<file path="config.mk">
export PLATFORM = sky130hd
export DESIGN_NAME = binary_majority_filter_cross
export DESIGN_NICKNAME = d
export VERILOG_FILES = /design/src/rtl/core/bmfc_pkg.sv /design/src/rtl/core/bmfc_lane.sv /design/src/rtl/core/bmfc_out_buf.sv /design/src/rtl/core/binary_majority_filter_cross.sv
export SDC_FILE = /design/constraint.sdc
export NUM_CORES = 1
export LEC_CHECK = 0
export ABC_AREA = 1
export ABC_CLOCK_PERIOD_IN_PS = 5500
export BUFFER_PORTS_ARGS = -buffer_cell sky130_fd_sc_hd__buf_2
export CAP_MARGIN = 20
export CORE_ASPECT_RATIO = 1.75
export CORE_UTILIZATION = 25
export DETAILED_ROUTE_END_ITERATION = 8
export GPL_TIMING_DRIVEN = 0
export RECOVER_POWER = 25
export SLEW_MARGIN = 5
export SYNTH_ARGS = -nofsm -noshare
export SYNTH_HDL_FRONTEND = slang
export SYNTH_SLANG_ARGS = --single-unit
</file>
<file path="constraint.sdc">
create_clock -name clk -period 5.5 [get_ports clk]
set_input_delay 0.275 -clock clk [delete_from_list [all_inputs] [get_ports clk]]
set_output_delay 0.275 -clock clk [all_outputs]
set_load 0.05 [all_outputs]
</file>
<file path="src/rtl/core/bmfc_pkg.sv">
// package for the binary majority filter (cross neighborhood)
// shared widths, reset values, the lane input struct and the result item struct
// no dependencies
`timescale 1ns / 1ps

package bmfc_pkg;

	// row word and config register widths
	localparam int ROW_W             = 64;
	localparam int CFG_W             = 7;
	localparam int DEFAULT_MAX_WIDTH = 64;

	// frame_width after reset
	localparam logic [CFG_W-1:0] FRAME_WIDTH_RESET = 7'd64;

	// a pixel flips when more than this many neighbors agree
	localparam logic [2:0] MAJORITY_LIMIT = 3'd2;

	// neighborhood of one pixel, presence flags beside each neighbor bit
	typedef struct packed {
		logic has_up;
		logic up;
		logic has_down;
		logic down;
		logic has_left;
		logic left;
		logic has_right;
		logic right;
		logic mid;
		logic active;
	} lane_in_t;

	// one result item
	typedef struct packed {
		logic             last;
		logic [ROW_W-1:0] row;
	} out_item_t;

endpackage

</file>
<file path="src/rtl/core/bmfc_lane.sv">
// one pixel lane of the majority filter: counts set and clear neighbors and decides
// depends on bmfc_pkg (lane_in_t, MAJORITY_LIMIT)
`timescale 1ns / 1ps

module bmfc_lane (
	input  bmfc_pkg::lane_in_t nbr,
	output logic               pix
);
	import bmfc_pkg::*;

	logic [2:0] set_cnt;
	logic [2:0] total_cnt;
	logic [2:0] clear_cnt;

	// count neighbors present and neighbors set
	assign total_cnt = 3'(nbr.has_up) + 3'(nbr.has_down) + 3'(nbr.has_left)
		+ 3'(nbr.has_right);
	assign set_cnt = 3'(nbr.has_up & nbr.up) + 3'(nbr.has_down & nbr.down)
		+ 3'(nbr.has_left & nbr.left) + 3'(nbr.has_right & nbr.right);
	assign clear_cnt = total_cnt - set_cnt;

	// an inactive lane gives zero; else clear majority wins first, then set majority, else keep the pixel
	always_comb begin
		if (!nbr.active) begin
			pix = 1'b0;
		end else if (clear_cnt > MAJORITY_LIMIT) begin
			pix = 1'b0;
		end else if (set_cnt > MAJORITY_LIMIT) begin
			pix = 1'b1;
		end else begin
			pix = nbr.mid;
		end
	end

endmodule

</file>
<file path="src/rtl/core/bmfc_out_buf.sv">
// result stage: takes the merged lane bits as one item and holds it in a
// main register plus a skid register; depends on bmfc_pkg (out_item_t)
`timescale 1ns / 1ps

module bmfc_out_buf (
	input  logic                clk,
	input  logic                arst_n,
	input  logic                in_valid,
	input  bmfc_pkg::out_item_t in_item,
	output logic                in_ready,
	output logic                out_valid,
	input  logic                out_ready,
	output bmfc_pkg::out_item_t out_item
);
	import bmfc_pkg::*;

	logic      main_vld_q;
	logic      skid_vld_q;
	out_item_t main_q;
	out_item_t skid_q;

	// ready depends only on the skid register
	assign in_ready  = !skid_vld_q;
	assign out_valid = main_vld_q;
	assign out_item  = main_q;

	// control: main drains or refills, skid catches an item during a stall
	always_ff @(posedge clk or negedge arst_n) begin
		if (!arst_n) begin
			main_vld_q <= 1'b0;
			skid_vld_q <= 1'b0;
		end else if (out_ready || !main_vld_q) begin
			if (skid_vld_q) begin
				main_vld_q <= 1'b1;
				skid_vld_q <= 1'b0;
			end else begin
				main_vld_q <= in_valid;
			end
		end else if (in_valid && !skid_vld_q) begin
			skid_vld_q <= 1'b1;
		end
	end

	// payload
	always_ff @(posedge clk) begin
		if (out_ready || !main_vld_q) begin
			main_q <= skid_vld_q ? skid_q : in_item;
		end else if (in_valid && !skid_vld_q) begin
			skid_q <= in_item;
		end
	end

endmodule

</file>
<file path="src/rtl/core/binary_majority_filter_cross.sv">
// binary majority filter, cross neighborhood: holds two rows, one lane per column
// a result is registered in the result stage when the item that completes it
// (the next row, or the end-of-frame item) is accepted
// throughput: one item per cycle; s_axis_tready drops only when both result
// registers are full; reset empties the held rows and sets frame_width to 64
`timescale 1ns / 1ps

module binary_majority_filter_cross #(
	parameter int MAX_WIDTH = bmfc_pkg::DEFAULT_MAX_WIDTH
) (
	input  logic                       clk,
	input  logic                       arst_n,
	// config register: frame_width
	input  logic                       cfg_wr_en,
	input  logic [bmfc_pkg::CFG_W-1:0] cfg_wr_data,
	// input items
	input  logic                       s_axis_tvalid,
	output logic                       s_axis_tready,
	input  logic [bmfc_pkg::ROW_W-1:0] s_axis_tdata,  // [63:0] row_bits
	input  logic                       s_axis_tuser,  // [0] end_of_frame
	// result items
	output logic                       m_axis_tvalid,
	input  logic                       m_axis_tready,
	output logic [bmfc_pkg::ROW_W-1:0] m_axis_tdata,  // [63:0] filtered_row
	output logic                       m_axis_tlast   // last_row
);
	import bmfc_pkg::*;

	localparam logic [1:0] HELD_NONE = 2'd0;
	localparam logic [1:0] HELD_ONE  = 2'd1;
	localparam logic [1:0] HELD_TWO  = 2'd2;

	localparam logic [CFG_W-1:0] MAX_W = CFG_W'(MAX_WIDTH);
	localparam logic [ROW_W-1:0] LANE_MASK = (MAX_WIDTH >= ROW_W) ? {ROW_W{1'b1}}
		: ((ROW_W'(1) << MAX_WIDTH) - ROW_W'(1));

	logic [CFG_W-1:0] frame_width_q;
	logic [CFG_W-1:0] width_eff;
	logic [ROW_W-1:0] row_above_q;
	logic [ROW_W-1:0] row_current_q;
	logic [1:0]       rows_held_q;
	logic             has_up;
	logic             s_fire;
	logic             push;
	logic [ROW_W-1:0] filt_row;
	out_item_t        res_item;
	out_item_t        m_item;

	// config register
	always_ff @(posedge clk or negedge arst_n) begin
		if (!arst_n) begin
			frame_width_q <= FRAME_WIDTH_RESET;
		end else if (cfg_wr_en) begin
			frame_width_q <= cfg_wr_data;
		end
	end

	// clamp width to 1..MAX_WIDTH
	always_comb begin
		if (frame_width_q == '0) begin
			width_eff = CFG_W'(1);
		end else if (frame_width_q > MAX_W) begin
			width_eff = MAX_W;
		end else begin
			width_eff = frame_width_q;
		end
	end

	assign s_fire = s_axis_tvalid && s_axis_tready;
	assign has_up = (rows_held_q >= HELD_TWO);
	// any item with a row held gives a result
	assign push   = s_fire && (rows_held_q != HELD_NONE);

	// held rows
	always_ff @(posedge clk or negedge arst_n) begin
		if (!arst_n) begin
			rows_held_q   <= HELD_NONE;
			row_above_q   <= '0;
			row_current_q <= '0;
		end else if (s_fire) begin
			if (s_axis_tuser) begin
				rows_held_q   <= HELD_NONE;
				row_above_q   <= '0;
				row_current_q <= '0;
			end else if (rows_held_q == HELD_NONE) begin
				rows_held_q   <= HELD_ONE;
				row_current_q <= s_axis_tdata;
			end else begin
				rows_held_q   <= HELD_TWO;
				row_above_q   <= row_current_q;
				row_current_q <= s_axis_tdata;
			end
		end
	end

	// one lane per column; columns past MAX_WIDTH stay zero
	genvar j;
	generate
		for (j = 0; j < ROW_W; j++) begin : g_col
			if (j < MAX_WIDTH) begin : g_lane
				lane_in_t nbr;
				assign nbr.has_up   = has_up;
				assign nbr.up       = row_above_q[j];
				assign nbr.has_down = !s_axis_tuser;
				assign nbr.down     = s_axis_tdata[j];
				assign nbr.has_left = (j > 0);
				if (j > 0) begin : g_left
					assign nbr.left = row_current_q[j-1];
				end else begin : g_no_left
					assign nbr.left = 1'b0;
				end
				assign nbr.has_right = (CFG_W'(j + 1) < width_eff);
				if (j + 1 < ROW_W) begin : g_right
					assign nbr.right = row_current_q[j+1];
				end else begin : g_no_right
					assign nbr.right = 1'b0;
				end
				assign nbr.mid    = row_current_q[j];
				assign nbr.active = (CFG_W'(j) < width_eff);

				bmfc_lane u_lane (
					.nbr (nbr),
					.pix (filt_row[j])
				);
			end else begin : g_unused
				assign filt_row[j] = 1'b0;
			end
		end
	endgenerate

	// merge lane bits into the result item
	assign res_item.row  = filt_row;
	assign res_item.last = s_axis_tuser;

	bmfc_out_buf u_out_buf (
		.clk       (clk),
		.arst_n    (arst_n),
		.in_valid  (push),
		.in_item   (res_item),
		.in_ready  (s_axis_tready),
		.out_valid (m_axis_tvalid),
		.out_ready (m_axis_tready),
		.out_item  (m_item)
	);

	assign m_axis_tdata = m_item.row;
	assign m_axis_tlast = m_item.last;

	// end of frame empties the held rows
	a_eof_clears: assert property (@(posedge clk) disable iff (!arst_n)
		s_fire && s_axis_tuser |=> rows_held_q == HELD_NONE)
		else $error("held rows not cleared after end of frame");

	// an item with a row held leaves a result valid on m_axis the next cycle
	a_result_shows: assert property (@(posedge clk) disable iff (!arst_n)
		push |=> m_axis_tvalid)
		else $error("result item lost");

	// no bits beyond the lanes in a result
	a_no_stray_bits: assert property (@(posedge clk) disable iff (!arst_n)
		m_axis_tvalid |-> (m_axis_tdata & ~LANE_MASK) == '0)
		else $error("result has bits beyond MAX_WIDTH");

endmodule

</file>
==> impl_results.md, run 1 <==
- Min-delay src: s_axis_tdata[51]
- Leak: about 0.014 uW
- Failing checks: max-capacitance violations, max-slew violations
- Top Usage Layer GRT: met2
- First-pass GRT wire length: 115900 um
- Post-synth top flop: dfrtp_1
- Worst path max stage delay: around 0.94 ns
- Async set-reset flop share out of synthesis: 51.67%
- Die ar.: just under 0.1 mm^2
- Top cell family by delay on the critical path: buffers and inverters
- Die height: 415.3 um
- Worst setup EP type: register
- Grt met2 use: approximately 29%
- Logic pwr share: 53.3%
- CTS tree: done
- Achievable Freq: between 150 and 200 MHz
- Clock-pin slew on the worst setup and hold paths: 0.07 ns
- Routed WL: a little under 80000 um
- Yosys top cell area share: ~19%
- Final-report hold violation count: 0
- Clk buf depth: 3
- Total Nets Final: approximately 3700
- Row cnt: between 150 and 200
- Switching Fraction: about 46%
- Pin count of the biggest net entering global routing: 85
- Post-synth EDFFs: between 100 and 150
- Critical Path Source: rows_held_q[1]
- Fin Setup TNS: 0 ns
- Met1 Use GR: between 10% and 20%
- Number of vias in the routed layout: between 15000 and 20000
- Count of different cell masters after synthesis: 45
- Period utilisation layout: 91.58%
- Critical Path, Cell by Cell: clkbuf_1, clkbuf_1, nand2_1, fa_1, inv_1, ha_1, inv_1, ha_1, inv_1, ha_1, inv_1, fa_1, inv_1, xor2_1, or2_1, a21oi_1, nand3_1, nand2_1
- Clk sinks: 269
- Met3 usage: under 10%
- Sequential power share: 26.0%
- Worst-skew pair later-pin latency: approximately 0.6 ns
- Area delta synth->final: 14.89%
- Unrepaired setup endpoints after global routing: false
- Pwr dens: roughly 380 mW/mm^2
- Placeable core area: around 0.097 mm^2
- Fin Hold WS: between 0.03 and 0.04 ns
- Slowest CP cell: clkbuf_1
- Max Cap Viol: 1
- Register area share after synthesis: between 30% and 40%
- Resized Gates After CTS: 0
- Worst Path Buf+Inv: 7
- Gpl congestion: between 0.8 and 0.9
- Slew of the pin with the lowest slew margin: approximately 3.6 ns
- Via/cell ratio: ~4.4
- Clock network power share: ~21%
- Io pins: between 100 and 150
- Syn_area_per_cell: around 8.5 um^2
- Worst VDD drop: ~0.22 mV
- H-tree Lvls: 1
- Initial antenna violation count: 4
- Port bufs: roughly 140
- FF+latch count, synth: between 200 and 300
- Worst Path Max Fanout: 10
- NetSw: 4898 uW
- Share of cells above drive strength 1: under 10%
- Total Routing Usage GR: 15.65%
- Post-synth design cell area: about 0.024 mm^2
- Die Width: 238.2 um
- Syn_nets: ~3500
- GR Overflow Total: 0
- Ranking of synthesized cells by area: ha_1 (19%), edfxtp_1 (16%), dfrtp_1 (14%), inv_1 (11%), fa_1 (10%)
- Ys Warns: 0
- Cell taking the most area after synthesis: ha_1
- Hold Path Class: input pin to register
- Final HPWL DP: around 59000 um
- WL per Instance: about 18 um
- CTS Buf Count: 29
- Most used cell, CP: inv_1
- Worst Path Required: a little under 6 ns
- Int Pwr: 5814 uW
- R2R Path Start: rows_held_q[1]
- Initial DRC count: approximately 1100
- Total power: about 11000 uW
- Arrival @ worst endpoint: about 5.5 ns
- Min cycle time layout: 5.037 ns
- Slew margin rel.: -138.8%
- Most common cell in the netlist: inv_1
- Placed inst area: between 0.02 and 0.03 mm^2
- Status: finished with violations
- Synth cell count leaders: inv_1 (728), nand2_1 (477), ha_1 (380), nor2_1 (188), dfrtp_1 (138)
- Pre-antenna DRT Iters: 6
- Number of global-route vias before repair: approximately 20000
- Routed Antenna Nets: 0
- # DRC: 0
- Effective utilization at floorplan: 25.23%
- Fin. max-slew vios: 56
- Worst Setup Path Type: register to register
- Final setup viols: 0
- Crit path launch type: register
- Final instance area: around 0.028 mm^2
- Final Skew: 0.01692 ns
- Post-Syn Instances: around 2900
- Root Buffer: clkbuf_16
## power groups by stage
stage / registers, uW / logic (uW) / clock network (uW)
global route: 2840 / 6470 / 2320
CTS: 2800 / 5770 / 2280
floorplan: 3540 / 3420 / 0
detailed placement: 2830 / 5720 / 0
global placement: 2850 / 5500 / 0
finish: 2790 / 5710 / 2210
## stage by stage
step	worst slack (ns)	cells	utilization, %
floorplan	0.5997	2879	-
global placement	-2.814	4322	27.65
detailed placement	0.3141	4329	27.87
CTS	0.5526	4391	29.01
global route	0.2180	4392	28.99
finish	0.4632	4392	28.99
## cells by family (layout without fill, tap and decap cells)
group / Yosys count / count (layout) / synth area share, %
buffers and inverters: 810 / 1022 / 12.94
other: 1 / 2 / 0.01537
AO/OA/AOI/OAI: 287 / 287 / 6.516
AND/OR/NAND/NOR: 839 / 839 / 14.38
adder cells (fa/ha/maj): 508 / 508 / 29.98
flip-flops: 269 / 269 / 30.25
XOR/XNOR: 165 / 165 / 5.921
## worst register-to-register path: stages (launching register included)
cell and delay (ns):
dfrtp_1 0.42, clkbuf_1 0.70, clkbuf_1 0.95, nand2_1 0.19
fa_1 0.47, inv_1 0.07, ha_1 0.16, inv_1 0.05
ha_1 0.27, inv_1 0.05, ha_1 0.27, inv_1 0.06
fa_1 0.41, inv_1 0.07, xor2_1 0.07, or2_1 0.21
a21oi_1 0.15, nand3_1 0.12, nand2_1 0.18
## sequential cells by signal, summed over array words and instances, names as in the netlist
register / count
row_above_q: 64
row_current_q: 64
u_out_buf.out_valid: 1
rows_held_q: 2
u_out_buf.out_item: 65
u_out_buf.skid_q: 65
frame_width_q: 7
u_out_buf.skid_vld_q: 1
## path summary, 6_finish.rpt
check                                    endpoint  slack, ns  cells after the start
setup / recovery           u_out_buf.out_item[60]       0.46                     18
hold / removal                  row_current_q[51]       0.03                      3
min in group asynchronous       row_current_q[57]       1.47                      2
hold reg to reg                 row_current_q[56]       0.49                      2
max in group asynchronous          row_above_q[9]       2.01                      2
setup reg to reg           u_out_buf.out_item[60]       0.46                     18
## layout make-up
type	instances	area, um^2
inverter	735	2761
antenna	1	2.502
multi-input combinational	1800	13880
sequential	269	7383
timing repair buffer	160	977.2
fill	10390	68690
clock buffer	38	800.8
tap	1300	1627
clock inverter	14	205.2
buffer	75	399.1
## layer usage
layer / wire length (um) / part of all wire (%) / vias to the layer above
met1: 29520 / 38 / 9300
met4: 5041 / 6.5 / 4
met5: 22 / 0.029 / -
li1: - / - / 9278
met3: 3346 / 4.3 / 186
met2: 39150 / 51 / 503
## placed cells by master, fill, tap and decap left out, drive strengths merged
cell,Yosys,routed
a21o,1,1
a21oi,77,77
a31oi,1,1
and2,5,5
buf,40,186
bufinv,0,5
clkbuf,35,77
clkinv,0,7
clkinvlp,0,1
conb,1,1
dfrtp,138,138
dfstp,1,1
diode,0,1
dlygate4sd3,0,10
edfxtp,130,130
fa,128,128
ha,380,380
inv,735,736
nand2,482,482
nand3,68,68
nand4,27,27
nor2,192,192
nor3,59,59
o211ai,1,1
o21a,1,1
o21ai,137,137
o21bai,2,2
o221ai,1,1
o22ai,64,64
o31ai,2,2
or2,6,6
xnor2,40,40
xor2,125,125
## what timing repair did
| item | 4_1_cts | 5_1_grt |
|---|---|---|
| buffers inserted | 0 | 0 |
| hold buffers | 10 | 0 |
| endpoints found under the hold margin | 63 | 0 |
Power figures use the tool's default switching activity.
==> inputs of run 2 (changes only) <==
- ABC_AREA: 1 -> 0
- CAP_MARGIN: 20 -> unset
- SLEW_MARGIN: 5 -> 20
==> run 2 against run 1 <==
Effect of this change: the run still ends with max-capacitance violations, max-slew violations left; power up 1.3%; sequential share of layout area up 0.79 points; worst setup slack worse by 0.14 ns; synthesized area down 3.1%; clock power down 5%; clock skew up 0.023 ns; count of clock-buffer cells in the layout unchanged.
==> impl_results.md, run 2 <==
- Status: finished with violations
- Failing checks: max-capacitance violations, max-slew violations
- Pin count of the biggest net entering global routing: just under 90
- Worst-skew pair later-pin latency: 0.63 ns
- Fin. max-slew vios: just over 80
- Pre-CTS WS: approximately 0.054 ns
- Root Buffer: clkbuf_16
- Register area share after synthesis: about 31%
- Routed Antenna Nets: 0
- Worst Setup Path Type: input pin to register
- Ranking of synthesized cells by area: ha_1 (20%), edfxtp_1 (16%), dfrtp_1 (15%), fa_1 (11%), inv_1 (6.3%)
- Most common cell after layout, fill and taps aside: inv_1
- H-tree Lvls: 1
- Gpl congestion: a little under 0.9
- Total Routing Usage GR: ~15%
- First-pass GRT wire length: about 110000 um
- R2R Path Start: rows_held_q[1]
- Slowest CP cell: o41ai_1
- Port bufs: approximately 140
- Pwr dens: approximately 400 mW/mm^2
- Worst Path Buf+Inv: 5
- Final Skew: between 0.03 and 0.04 ns
- Initial antenna violation count: 8
- Routed WL: 71220 um
- Leak: approximately 0.012 uW
- Most frequent cells in the layout: inv_1 (397), ha_1 (379), xnor2_1 (168)
- Min cycle time layout: 5.174 ns
- Syn_area_per_cell: roughly 10 um^2
- Largest family of logic cells by synthesized area: adder cells
- Die height: roughly 400 um
- Synth Area in Compound Gates: ~8.7%
- Initial DRC count: just over 900
- Top cell family by delay on the critical path: buffers and inverters
- Effective utilization at floorplan: around a quarter
- Worst Path Max Fanout: 33
- Crit path launch type: input pin
- Clk buf depth: 3
- Die ar.: roughly 0.096 mm^2
- Synth cell count leaders: inv_1 (398), ha_1 (380), xnor2_1 (168), nand2_1 (166), dfrtp_1 (138)
- CTS tree: done
- Count of different cell masters after synthesis: 58
- Critical Path, Cell by Cell: clkbuf_1, clkinv_1, clkbuf_1, ha_4, ha_1, inv_1, ha_1, inv_1, fa_1, xnor2_1, xnor2_1, xnor2_1, o41ai_1
- Cells after DPL: around 3700
- Slew of the pin with the lowest slew margin: around 3.3 ns
- GR Overflow Total: 0
- Final-report hold violation count: 0
- Clk sinks: around 270
- Cell taking the most area after synthesis: ha_1
- Worst Path Required: 5.76 ns
- Arrival @ worst endpoint: around 5.4 ns
- Async set-reset flop share out of synthesis: 51.67%
- Die Width: 234.6 um
- Share of cells above drive strength 1: roughly 12%
- WL per Instance: 19.03 um
- Hold Path Class: input pin to register
- CTS Buf Count: 30
- Worst setup EP type: register
- Number of global-route vias before repair: between 15000 and 20000
- Clock-pin slew on the worst setup and hold paths: 0.06 ns
- Via/cell ratio: ~4.6
- Min-delay src: s_axis_tdata[57]
- Post-Synth Simple-Gate Area: 11.33%
- Most common cell in the netlist: inv_1
- Synth Area in XOR/XNOR: between 7 and 8%
- Row cnt: between 100 and 150
- Post-synth top flop: dfrtp_1
- Non-filler cells, final: 3742
- Number of vias in the routed layout: about 17000
- Max Cap Viol: 2
- Io pins: approximately 140
- FF+latch count, synth: 269
- Final setup viols: 0
- Post-synth design cell area: between 0.02 and 0.025 mm^2
- Yosys top cell area share: between 20% and 30%
- Achievable Freq: slightly below 200 MHz
- Slew margin rel.: -121.8%
- Total Nets Final: 3100
- Placeable core area: about 0.093 mm^2
- # DRC: 0
- Worst VDD drop: about 0.27 mV
- Ys Warns: 0
- Post-synthesis mux area share: under 10%
- Most used cell, CP: xnor2_1
- Unrepaired setup endpoints after global routing: false
- Fin worst setup slack: about 0.33 ns
- Post-Syn Instances: ~2300
- Critical Path Source: s_axis_tuser
- Worst path max stage delay: 1.00 ns
- Post-synth EDFFs: 130
- Syn_nets: between 2000 and 3000
- Period utilisation layout: 94.07%
- Adder-cell share of the synthesized area: between 30% and 40%
- Total power: about 11000 uW
- Final HPWL DP: about 55000 um
- Area delta synth->final: 15.07%
- Pre-antenna DRT Iters: 7
[run 2: report_power, final]
part	internal (uW)	leakage [uW]	switching (uW)
Sequential	2630	0.00315	229
Clock	1130	0.000462	974
Combinational	2300	0.00854	3600
Total	6050	0.0121	4800
[run 2: what timing repair did]
item	4_1_cts	5_1_grt
setup endpoints to repair	1	1
endpoints found under the hold margin	65	0
hold buffers	13	0
resized for setup	1	1
setup buffers	0	0
cloned	0	0
[run 2: path summary, 6_finish.rpt]
| path | cells after the start | slack, ns | endpoint |
|---|---|---|---|
| setup / recovery | 13 | 0.33 | u_out_buf.out_item[48] |
| hold reg to reg | 1 | 0.50 | row_above_q[14] |
| hold / removal | 3 | 0.02 | row_current_q[57] |
| min in group asynchronous | 2 | 1.35 | row_current_q[59] |
| max in group asynchronous | 2 | 2.28 | row_current_q[34] |
| setup reg to reg | 16 | 0.40 | u_out_buf.out_item[56] |
[run 2: cell families (layout without fill, tap and decap cells)]
group | Yosys count | in the layout
compound gates | 287 | 287
xor+xnor | 183 | 183
fa+ha+maj | 508 | 508
buf+inv | 477 | 697
flops | 269 | 269
mux | 60 | 60
other cells | 1 | 4
simple gates | 534 | 534
[run 2: final cells by class]
cell class,instances,area (um^2)
clock inverter,18,155.1
buffer,77,360.3
antenna,3,7.507
inverter,400,1504
timing repair buffer,164,1059
multi-input combinational,1573,14460
tap,1200,1501
fill,9793,66100
clock buffer,38,800.8
sequential,269,7383
[run 2: tightest hold or removal path: cells and delay by family]
family,cells,cell delay (ns)
compound gates,1,0.09
buf+inv,1,0.12
simple gates,1,0.11
[run 2: per-stage QoR]
| stage | area (um^2) | hold slack [ns] | util, % | setup TNS (ns) |
|---|---|---|---|---|
| floorplan | 23660 | -0.02059 | - | 0 |
| global placement | 25870 | 0.4799 | 27.72 | -373.53 |
| detailed placement | 26150 | 0.2360 | 28.02 | 0 |
| CTS | 27240 | 0.006760 | 29.19 | 0 |
| global route | 27220 | 0.02392 | 29.17 | 0 |
| finish | 27230 | 0.02412 | 29.17 | 0 |
[run 2: layer usage]
layer	GRT usage (%)	up-vias	share of wire, %
li1	-	8104	-
met1	16.38	8584	38
met2	27.18	386	52
met3	1.904	170	4.0
met4	8.832	8	6.5
met5	0	-	0.065
